--- src/rtl/tcw_pkg.sv ---
// Shared types and constants for the text console writer.
`timescale 1ns / 1ps
`default_nettype none

package tcw_pkg;

  // Action codes of an input transaction.
  localparam logic [1:0] ACT_PUT   = 2'd0;
  localparam logic [1:0] ACT_READ  = 2'd1;
  localparam logic [1:0] ACT_CLEAR = 2'd2;

  // Character codes that act as newline.
  localparam logic [7:0] CH_LF = 8'd10;
  localparam logic [7:0] CH_CR = 8'd13;

  // Register reset values.
  localparam logic [7:0] TEXT_ATTR_RST   = 8'h1f;
  localparam logic [7:0] SCROLL_ATTR_RST = 8'h4f;

  // Configuration register indexes.
  typedef enum logic [0:0] {
    CFG_TEXT_ATTR   = 1'b0,
    CFG_SCROLL_ATTR = 1'b1
  } tcw_cfg_idx_t;

  typedef struct packed {
    logic [1:0] action;
    logic [7:0] char_code;
    logic [4:0] read_row;
    logic [6:0] read_col;
  } tcw_in_t;

  typedef struct packed {
    logic [6:0] cursor_col;
    logic [4:0] cursor_row;
    logic [7:0] cell_char;
    logic [7:0] cell_attr;
    logic       did_scroll;
  } tcw_out_t;

  typedef struct packed {
    tcw_cfg_idx_t index;
    logic [7:0]   value;
  } tcw_cfg_t;

  // What the held item asks for.
  typedef enum logic [2:0] {
    KIND_PUT_CHAR,
    KIND_NEWLINE,
    KIND_READ,
    KIND_CLEAR,
    KIND_NOP
  } tcw_kind_t;

  // How a cell read is formed from the RAM word.
  typedef enum logic [1:0] {
    RK_ZERO,    // cell never written since clear, or out of range
    RK_MEM,     // character and attribute from RAM
    RK_MEM_SA   // character from RAM, attribute from the latched scroll attribute
  } tcw_rdkind_t;

  typedef enum logic [2:0] {
    ST_INIT_CLR,
    ST_IDLE,
    ST_EXEC,
    ST_READ,
    ST_CLR,
    ST_DONE
  } tcw_state_t;

  // Controller to datapath.
  typedef struct packed {
    logic take_item;
    logic write_char;
    logic next_row;
    logic home;
    logic start_read;
    logic clr_write;
    logic load_out;
    logic load_read;
  } tcw_cmd_t;

  // Datapath to controller.
  typedef struct packed {
    tcw_kind_t kind;
    logic      col_last;
    logic      clr_done;
    logic      out_free;
  } tcw_stat_t;

endpackage

`default_nettype wire

--- src/rtl/tcw_ctrl.sv ---
// Sequencing state machine for the text console writer.
`timescale 1ns / 1ps
`default_nettype none

module tcw_ctrl import tcw_pkg::*; (
  input  wire logic      clk,
  input  wire logic      rst_n,
  input  wire logic      in_valid,
  output logic           in_ready,
  input  wire tcw_stat_t stat,
  output tcw_cmd_t       cmd
);

  tcw_state_t state_r, state_nxt;

  always_ff @(posedge clk) begin
    if (!rst_n) begin
      state_r <= ST_INIT_CLR;
    end else begin
      state_r <= state_nxt;
    end
  end

  always_comb begin
    state_nxt = state_r;
    unique case (state_r)
      ST_INIT_CLR: if (stat.clr_done) state_nxt = ST_IDLE;
      ST_IDLE:     if (in_valid && stat.out_free) state_nxt = ST_EXEC;
      ST_EXEC: begin
        unique case (stat.kind)
          KIND_PUT_CHAR: state_nxt = stat.col_last ? ST_CLR : ST_DONE;
          KIND_NEWLINE:  state_nxt = ST_CLR;
          KIND_READ:     state_nxt = ST_READ;
          KIND_CLEAR:    state_nxt = ST_CLR;
          KIND_NOP:      state_nxt = ST_DONE;
          default:       state_nxt = ST_DONE;
        endcase
      end
      ST_READ:     state_nxt = ST_IDLE;
      ST_CLR:      if (stat.clr_done) state_nxt = ST_DONE;
      ST_DONE:     state_nxt = ST_IDLE;
      default:     state_nxt = ST_IDLE;
    endcase
  end

  always_comb begin
    cmd      = '0;
    in_ready = 1'b0;
    unique case (state_r)
      ST_INIT_CLR: cmd.clr_write = 1'b1;
      ST_IDLE: begin
        in_ready      = stat.out_free;
        cmd.take_item = in_valid && stat.out_free;
      end
      ST_EXEC: begin
        unique case (stat.kind)
          KIND_PUT_CHAR: begin
            cmd.write_char = 1'b1;
            cmd.next_row   = stat.col_last;
          end
          KIND_NEWLINE: cmd.next_row   = 1'b1;
          KIND_READ:    cmd.start_read = 1'b1;
          KIND_CLEAR:   cmd.home       = 1'b1;
          KIND_NOP:     ;
          default:      ;
        endcase
      end
      ST_READ: begin
        cmd.load_out  = 1'b1;
        cmd.load_read = 1'b1;
      end
      ST_CLR:  cmd.clr_write = 1'b1;
      ST_DONE: cmd.load_out  = 1'b1;
      default: ;
    endcase
  end

endmodule

`default_nettype wire

--- config.mk ---
export PLATFORM = sky130hd
export DESIGN_NAME = tcw_ctrl
export DESIGN_NICKNAME = d
export VERILOG_FILES = /design/src/rtl/tcw_pkg.sv /design/src/rtl/tcw_ctrl.sv
export SDC_FILE = /design/constraint.sdc
export NUM_CORES = 1
export LEC_CHECK = 0
export BUFFER_PORTS_ARGS = -buffer_cell sky130_fd_sc_hd__buf_2
export CORE_AREA = 2 2 39 41
export DETAILED_ROUTE_END_ITERATION = 6
export DIE_AREA = 0 0 41 43
export HOLD_SLACK_MARGIN = 0.02
export PLACE_DENSITY = 0.48
export SLEW_MARGIN = 40
export SYNTH_ARGS = -nofsm -noshare
export SYNTH_HDL_FRONTEND = slang
export SYNTH_SLANG_ARGS = --single-unit
--- constraint.sdc ---
create_clock -name clk -period 1.2 [get_ports clk]
set_input_delay 0.24 -clock clk [delete_from_list [all_inputs] [get_ports clk]]
set_output_delay 0.24 -clock clk [all_outputs]
set_load 0.05 [all_outputs]
==> flow_summary_export.csv, run 1 <==
group,metric,value,unit
power_and_ir_drop,net-switching-power,152,uW
layout,largest_reg_flops,3,
sta,setup_slack,-0.474,ns
sta,finalSetupTns,-3.46,ns
global_route,grt_overflow,0,
placed_design,io_buffers,17,
run_status,violations,"negative setup slack",
yosys,synthFlopType,"dfxtp_1",
route,antenna_left,0,
clocking,clkTransAtPathRegs,0.04,ns
yosys,synthDistinctLibCells,21,
hold_path,worstHoldPathCells,2,
clocking,postCtsHoldBufs,0,
layout,diodes,0,
global_route,grt_pass1_vias,356,
sta,fin_crit,1.67,ns
placed_design,post-place-ws,-0.423,ns
clocking,h-tree-depth,1,
sta,finalCritPeriodShare,140,%
yosys,syn_area,256,sq um
critical_path,rr_worst_depth,8,
placed_design,placed_area,479,sq um
critical_path,r2r_start,"state_r[2]",
sta,finalHoldViolations,0,
yosys,yosysTopAreaCell,"dfxtp_1",
hold_path,hold_class,"in -> reg",
power_and_ir_drop,switching_share,31.1,%
route,totalWireLength,833,um
critical_path,cp_max_fo,4,
critical_path,crit_buf_inv,1,
critical_path,worstReg2RegEnd,"state_r[0]",
floorplan,die_w,41,um
power_and_ir_drop,ir_drop,0.803,mV
layout,fin_cells,88,
critical_path,crit_slowest_cell,"or4b_4",
sta,hold_slack,0.255,ns
sta,worst_pin_slew,0.204,ns
power_and_ir_drop,clkPwrFrac,36.1,%
layout,fin_area,694,sq um
yosys,synth_most_common_cell,"nor2_1",
placed_design,dp_hpwl,615,um
critical_path,crit_family,"simple AND/OR/NAND/NOR gates",
global_route,antenna_found_initial,0,
critical_path,path_cells,"or4b_4 > nor3_4 > buf_6",
run_status,outcome,"finished with violations",
sta,setup_viol_count_final,11,
critical_path,arrival,1.43,ns
clocking,root_buffer,"clkbuf_4",
power_and_ir_drop,power_per_cell_area,703,nW/um^2
yosys,syn_area_per_cell,7.54,sq um
route,drcViolationCount,0,
route,wl_per_cell,9.47,um
global_route,track_usage,11.3,%
critical_path,critPathRequiredTime,0.96,ns
route,drtIter0Drc,0,
layout,top_register,"state_r",
yosys,synth_common_cells,"nor2_1 (5), a21oi_1 (3), dfxtp_1 (3), nor3b_1 (3)",
sta,rsz0062_at_grt,"true",
yosys,ys_warn_count,0,
yosys,netlist_instances,34,
layout,drive_gt1_share,80.6,%
placed_design,gp_congestion,0.709,
layout,reg_top3,"state_r x3",
sta,finClkSkew,0.00148,ns
yosys,synth_edf_count,0,
hold_path,min_from,"stat[1]",
floorplan,start_util,18.5,%
sta,clock.fmax,597,MHz
route,vias,386,
sta,slew_violations,0,
critical_path,slowest_delay,0.57,ns
hold_path,min_to,"state_r[0]",
sta,slew_headroom,86.3,%
run,maxCapViolations,0,
clocking,clock_sinks,3,
power_and_ir_drop,intPower,336,uW
floorplan,dieArea,1760,sq um
floorplan,core,1380,sq um
yosys,synth_top_area_share,23.4,%
yosys,syn-num-nets,43,
clocking,clk_latency,0.23,ns
critical_path,reg2reg_setup_slack,-0.19,ns
power_and_ir_drop,p_leak,0.000309,uW
clocking,tritoncts,"yes",
layout,nets,82,
power_and_ir_drop,power_frac_comb,41.4,%
critical_path,worstSetupPathType,"reg -> out",
critical_path,worstSetupEndpointType,"primary output",
layout,area_delta_synth_final,171,%
clocking,numCtsBuffers,3,
clocking,cts_buffer_depth,2,
critical_path,cp-start-kind,"register",
floorplan,die_h,43,um
yosys,ys_seq_area_share,23.4,%
floorplan,rows,14,
floorplan,io_pins,18,
global_route,grt_max_degree,9,
placed_design,dp_cells,76,
yosys,async_reset_ff_share,0,%
route,dr.pass1.iters,1,
route,vias_per_cell,4.39,
yosys,synth-seq-cells,3,
power_and_ir_drop,seqPwrFrac,22.5,%
yosys,synth.area.top_cells,"dfxtp_1 (23%), nor3b_1 (8.8%), nor2_1 (7.3%), a21oi_1 (5.9%), or4b_4 (5.4%)",
global_route,grt_pass1_wl,1.39,mm
layout,n_fill_cell,138,
[logic make-up after synthesis]
kind of cell / synth area share [%]
AO/OA/AOI/OAI: 22.0
buffers and inverters: 5.86
flip-flops: 23.4
AND/OR/NAND/NOR: 48.8
[power by group through the flow]
stage               Sequential, uW  Combinational [uW]  Clock (uW)
finish                         110                 202         176
global route                   110                 217         197
CTS                            109                 189         185
detailed placement             110                 141           0
global placement               109                 142           0
floorplan                      111                83.5           0
[cells in the final DEF (no fill, tap or decap), drive strengths merged]
cell type	count
o311a	1
nor3	2
buf	35
clkbuf	4
o22ai	1
o31a	1
o21a	1
nand3b	1
inv	2
and2	2
and2b	1
nand4	1
dfxtp	3
or4b	1
nor4	1
nand2	1
nor3b	3
and3	1
nor2	5
a21oi	4
or2b	1
[metrics by stage]
stage                     power, uW  utilization [%]
final                           488             50.2
after floorplan                 195                -
after global routing            525             50.2
after global placement          251             34.6
after CTS                       483             47.1
after detailed placement        251             34.6
[final cells by class]
class                      count  area, sq um  share of cell area (%)
timing repair buffer          35          310                    44.7
inverter                       2         10.0                    1.44
sequential                     3         63.8                    9.19
clock buffer                   4         26.3                    3.78
multi-input combinational     28          264                    38.0
tap                           16         20.0                    2.88
[how the worst max path moves through the flow]
stage / startpoint / endpoint / slack (ns) / cells past startpoint
after floorplan: state_r[0] / cmd[5] / -0.42 / 2
after global placement: stat[5] / cmd[5] / -0.41 / 4
after detailed placement: stat[5] / cmd[5] / -0.42 / 4
after CTS: state_r[2] / cmd[6] / -0.51 / 3
after global routing: state_r[2] / cmd[5] / -0.52 / 3
final: state_r[2] / cmd[6] / -0.47 / 3
[repair_timing]
action | in CTS | in global routing
setup endpoints to repair | 10 | 12
resized for setup | 31 | 9
pin swaps | 4 | 6
buffers inserted | 6 | 3
endpoints found under the hold margin | 0 | 0
[per-layer routing]
layer | up-vias | routed length (um) | global-route usage, %
met5 | - | 0 | 0
met4 | 0 | 0 | 0
met3 | 0 | 64 | 6.28
met2 | 14 | 394 | 15.6
met1 | 171 | 374 | 16.4
li1 | 201 | - | -
[worst reg2reg max path: stages, from the launching register on]
cell and delay (ns):
dfxtp_2 0.31, buf_4 0.13, buf_6 0.13, nor3b_4 0.22
buf_4 0.13, buf_4 0.09, buf_4 0.09, o22ai_1 0.07
o311a_1 0.10
Note: power is estimated with default switching activity, not from simulation.
==> run 2: changes to the inputs <==
--- a/config.mk
+++ b/config.mk
@@ -10,7 +10,7 @@
 export DETAILED_ROUTE_END_ITERATION = 6
 export DIE_AREA = 0 0 41 43
 export HOLD_SLACK_MARGIN = 0.02
-export PLACE_DENSITY = 0.48
+export PLACE_DENSITY = 0.56
 export SLEW_MARGIN = 40
 export SYNTH_ARGS = -nofsm -noshare
 export SYNTH_HDL_FRONTEND = slang
==> run 2 against run 1 <==
The flow still finishes with violations (negative setup slack). Final cell count decreased by 6.8%. Fmax decreased by 0.31%. Global-route usage increased by 1.9 points. Die area unchanged. Core utilization decreased by 5.3 points. Final area decreased by 11%. Sequential power about the same. Via count decreased by 3.6%. Hold slack improved by 0.012 ns. Sequential share of layout area increased by 1.1 points. Critical path type unchanged.
==> flow_summary_export.csv, run 2 (same netlist as run 1, synthesis figures left out) <==
group,metric,value,unit
critical_path,worstSetupPathType,"reg -> out",
route,totalWireLength,903,um
layout,diodes,0,
route,antenna_left,0,
layout,drive_gt1_share,78.8,%
clocking,root_buffer,"clkbuf_4",
sta,finalSetupTns,-3.19,ns
sta,fin_crit,1.68,ns
clocking,postCtsHoldBufs,0,
sta,clock.fmax,595,MHz
clocking,cts_buffer_depth,2,
hold_path,hold_class,"in -> reg",
global_route,track_usage,13.3,%
run_status,outcome,"finished with violations",
route,vias_per_cell,4.54,
floorplan,start_util,18.5,%
floorplan,dieArea,1760,sq um
floorplan,core,1380,sq um
sta,rsz0062_at_grt,"true",
layout,fin_cells,82,
sta,setup_slack,-0.480,ns
power_and_ir_drop,switching_share,32.3,%
critical_path,cp_max_fo,4,
global_route,antenna_found_initial,0,
power_and_ir_drop,clkPwrFrac,39.2,%
hold_path,worstHoldPathCells,2,
placed_design,io_buffers,17,
power_and_ir_drop,total_power,453,uW
clocking,clk_latency,0.23,ns
route,vias,372,
route,dr.pass1.iters,2,
route,wl_per_cell,11.0,um
sta,worst_pin_slew,0.200,ns
clocking,clock_sinks,3,
global_route,grt_max_degree,12,
placed_design,post-place-ws,-0.429,ns
power_and_ir_drop,intPower,307,uW
critical_path,cp-start-kind,"register",
global_route,grt_pass1_vias,395,
layout,multi_input_area,258,sq um
sta,finalCritPeriodShare,140,%
power_and_ir_drop,p_leak,0.000272,uW
layout,nets,76,
global_route,grt_overflow,0,
global_route,grt_pass1_wl,1.52,mm
critical_path,rr_worst_depth,4,
route,drtIter0Drc,2,
layout,regArea,63.8,sq um
clocking,clkTransAtPathRegs,0.04,ns
layout,area_delta_synth_final,142,%
sta,hold_slack,0.267,ns
sta,setup_viol_count_final,10,
power_and_ir_drop,power_per_cell_area,730,nW/um^2
power_and_ir_drop,ir_drop,0.352,mV
placed_design,gp_congestion,0.651,
floorplan,io_pins,18,
sta,slew_violations,0,
sta,finClkSkew,0.00205,ns
route,drcViolationCount,0,
critical_path,critPathRequiredTime,0.96,ns
placed_design,dp_hpwl,628,um
power_and_ir_drop,net-switching-power,147,uW
floorplan,rows,14,
placed_design,dp_cells,75,
layout,top_register,"state_r",
power_and_ir_drop,seqPwrFrac,24.2,%
clocking,tritoncts,"yes",
layout,n_fill_cell,143,
sta,finalHoldViolations,0,
floorplan,die_h,43,um
critical_path,arrival,1.44,ns
clocking,h-tree-depth,1,
power_and_ir_drop,power_frac_comb,36.6,%
floorplan,die_w,41,um
layout,reg_top3,"state_r x3",
layout,final_cell_mix,"buf_6 (10), buf_4 (10), buf_2 (8)",
run,maxCapViolations,0,
critical_path,worstSetupEndpointType,"primary output",
layout,largest_reg_flops,3,
clocking,numCtsBuffers,3,
run_status,violations,"negative setup slack",
sta,slew_headroom,86.5,%
[run 2: cell types whose count changed in the layout (fill, tap and decap cells not counted)]
cell / delta
and2_2: +2
buf_4: -3
and2_4: -2
and3_2: +1
and3_4: -1
buf_8: -3
[run 2: final timing paths]
| kind | end | from | slack, ns |
|---|---|---|---|
| setup / recovery | cmd[5] | state_r[0] | -0.48 |
| hold / removal | state_r[0] | stat[1] | 0.27 |
| setup reg to reg | state_r[0] | state_r[0] | -0.14 |
| hold reg to reg | state_r[1] | state_r[2] | 0.57 |
[run 2: final cells by class]
class                   instances  area share [%]
multi-input cells              28            41.5
repair buffers                 29            39.1
flip-flops and latches          3            10.3
clock buffers                   4            4.23
well taps                      16            3.23
inverters                       2            1.61
[run 2: through the flow]
stage | utilization (%) | area, sq um
floorplan | - | 307
global placement | 34.1 | 472
detailed placement | 34.1 | 472
CTS | 45.2 | 626
global route | 44.8 | 621
finish | 44.8 | 621
[run 2: what timing repair did]
| action | CTS | global route |
|---|---|---|
| setup buffers | 4 | 0 |
| cloned | 0 | 0 |
| gates resized for setup | 29 | 2 |
| setup endpoints to repair | 11 | 12 |
| pin swaps | 3 | 1 |
[run 2: per-layer routing]
layer  part of all wire (%)  GRT usage [%]  vias to the layer above
met5                      0              0                        -
met4                      0           10.0                        0
met3                    5.2           3.14                        0
met2                     59           24.4                       10
met1                     36           10.6                      173
li1                       -              -                      189
[run 2: worst max-delay path, stage by stage (launching register included)]
cell and delay, ns:
dfxtp_2 0.32, or4b_4 0.57, nor3_4 0.14, buf_6 0.18
[run 2: power by group through the flow]
| stage | combinational, uW | clock, uW | sequential, uW |
|---|---|---|---|
| after floorplan | 83.5 | 0 | 111 |
| after global placement | 135 | 0 | 110 |
| after detailed placement | 136 | 0 | 110 |
| after CTS | 167 | 189 | 108 |
| after global routing | 177 | 200 | 110 |
| final | 166 | 178 | 110 |
==> run 3: changes to the inputs <==
--- a/config.mk
+++ b/config.mk
@@ -5,7 +5,7 @@
 export SDC_FILE = /design/constraint.sdc
 export NUM_CORES = 1
 export LEC_CHECK = 0
-export BUFFER_PORTS_ARGS = -buffer_cell sky130_fd_sc_hd__buf_2
+export BUFFER_PORTS_ARGS = -buffer_cell sky130_fd_sc_hd__buf_4
 export CORE_AREA = 2 2 39 41
 export DETAILED_ROUTE_END_ITERATION = 6
 export DIE_AREA = 0 0 41 43
==> run 3 against run 2 <==
The run still ends with negative setup slack left. Sequential power about the same. Critical path type unchanged. First-iteration DRC count decreased by 100%. Global-route usage decreased by 3.1 points. Via count decreased by 7.5%. Critical endpoint unchanged. Fmax decreased by 1.7%.
==> flow_summary_export.csv, run 3 (same netlist as run 1, synthesis figures left out) <==
group,metric,value,unit
power_and_ir_drop,ir_drop,0.346,mV
critical_path,worstSetupPathType,"reg -> out",
route,vias,344,
floorplan,die_h,43,um
power_and_ir_drop,clkPwrFrac,39.2,%
route,drtIter0Drc,0,
power_and_ir_drop,power_per_cell_area,746,nW/um^2
power_and_ir_drop,p_leak,0.000261,uW
global_route,antenna_found_initial,0,
critical_path,crit_end,"cmd[5]",
layout,reg_top3,"state_r x3",
floorplan,dieArea,1760,sq um
clocking,h-tree-depth,1,
global_route,grt_overflow,0,
sta,slew_headroom,85.2,%
run_status,outcome,"finished with violations",
critical_path,crit_buf_inv,1,
critical_path,r2r_start,"state_r[0]",
clocking,clock_sinks,3,
sta,worst_pin_slew,0.222,ns
sta,slew_violations,0,
layout,largest_reg_flops,3,
layout,final_common_cell,"buf_4",
layout,fin_area,611,sq um
hold_path,hold_class,"in -> reg",
layout,diodes,0,
clocking,tritoncts,"yes",
critical_path,critPathRequiredTime,0.96,ns
power_and_ir_drop,net-switching-power,147,uW
critical_path,cp-start-kind,"register",
placed_design,dp_hpwl,601,um
layout,drive_gt1_share,77.4,%
floorplan,io_pins,18,
layout,utilization,44.1,%
floorplan,start_util,18.5,%
power_and_ir_drop,power_frac_comb,36.9,%
floorplan,rows,14,
run_status,violations,"negative setup slack",
sta,finClkSkew,0.00300,ns
critical_path,cp_max_fo,4,
route,antenna_left,0,
critical_path,rr_worst_depth,4,
floorplan,core,1380,sq um
placed_design,io_buffers,17,
critical_path,reg2reg_setup_slack,-0.12,ns
route,wl_per_cell,10.5,um
global_route,track_usage,10.1,%
sta,finalCritPeriodShare,142,%
sta,setup_slack,-0.510,ns
sta,rsz0062_at_grt,"true",
route,drcViolationCount,0,
layout,nets,72,
critical_path,arrival,1.47,ns
clocking,cts_buffer_depth,2,
critical_path,crit_start,"state_r[0]",
global_route,grt_pass1_wl,1.18,mm
route,dr.pass1.iters,1,
layout,top_register,"state_r",
sta,setup_viol_count_final,10,
power_and_ir_drop,switching_share,32.2,%
sta,finalHoldViolations,0,
run,maxCapViolations,0,
clocking,root_buffer,"clkbuf_4",
critical_path,worstSetupEndpointType,"primary output",
floorplan,die_w,41,um
placed_design,placed_area,507,sq um
global_route,grt_pass1_vias,329,
critical_path,path_cells,"or4b_4 > nor3_4 > buf_6",
power_and_ir_drop,seqPwrFrac,23.9,%
clocking,numCtsBuffers,3,
sta,fin_crit,1.71,ns
clocking,clk_latency,0.23,ns
route,totalWireLength,821,um
placed_design,gp_congestion,0.631,
critical_path,crit_slowest_cell,"or4b_4",
critical_path,cp.depth,3,
route,vias_per_cell,4.41,
layout,final_cell_mix,"buf_4 (15), buf_6 (9), a21oi_1 (3), clkbuf_4 (3), dfxtp_2 (3)",
critical_path,worstReg2RegEnd,"state_r[0]",
critical_path,crit_family,"simple AND/OR/NAND/NOR gates",
power_and_ir_drop,intPower,309,uW
global_route,grt_max_degree,12,
layout,area_delta_synth_final,138,%
clocking,clkTransAtPathRegs,0.04,ns
critical_path,slowest_delay,0.57,ns
sta,clock.fmax,585,MHz
==> run 3: cell types whose count changed in the layout (fill, tap and decap cells not counted) <==
cell / before / now
inv_4: 1 / 0
buf_2: 8 / 0
and2_2: 2 / 1
buf_4: 10 / 15
buf_6: 10 / 9
inv_6: 0 / 1
and2_4: 0 / 1
==> run 3: per-stage QoR <==
| stage | std cells | worst slack, ns | TNS [ns] | hold slack [ns] | total power [uW] |
|---|---|---|---|---|---|
| finish | 78 | -0.510 | -2.96 | 0.251 | 456 |
| global route | 78 | -0.561 | -3.53 | 0.244 | 486 |
| CTS | 78 | -0.521 | -3.17 | 0.246 | 452 |
| detailed placement | 74 | -0.366 | -1.77 | 0.490 | 257 |
| global placement | 74 | -0.357 | -1.74 | 0.493 | 257 |
| floorplan | 34 | -0.421 | -1.42 | 0.385 | 195 |
==> run 3: timing repair <==
item	4_1_cts	5_1_grt
pin swaps	2	3
setup endpoints to repair	10	11
gates resized for setup	12	10
hold buffers	0	0
buffers inserted	0	1
==> run 3: final cells by class <==
cell class | instances | area (sq um)
Timing Repair Buffer | 25 | 229
Inverter | 2 | 12.5
Multi-Input combinational cell | 28 | 259
Clock buffer | 4 | 26.3
Sequential cell | 3 | 63.8
Tap cell | 16 | 20.0
Fill cell | 152 | 773
==> run 3: per-layer routing <==
metal  track usage (%)  share of wire, %
met2              18.1                56
met3              3.14               4.9
met4              8.00                 0
met5                 0                 0
met1              8.04                39
==> run 3: power groups by stage <==
| stage | logic, uW | registers, uW | clock network (uW) |
|---|---|---|---|
| floorplan | 83.5 | 111 | 0 |
| global placement | 147 | 110 | 0 |
| detailed placement | 147 | 110 | 0 |
| CTS | 159 | 108 | 185 |
| global route | 178 | 110 | 198 |
| finish | 168 | 109 | 179 |
==> run 3: worst min-delay path by stage <==
stage | from | to | slack [ns] | cells after the start
2_1_floorplan | stat[1] | state_r[0] | 0.38 | 1
5_1_grt | stat[1] | state_r[0] | 0.24 | 2
6_report | stat[1] | state_r[0] | 0.25 | 2
3_3_place_gp | stat[1] | state_r[0] | 0.49 | 2
4_1_cts | stat[1] | state_r[0] | 0.25 | 2
3_5_place_dp | stat[1] | state_r[0] | 0.49 | 2
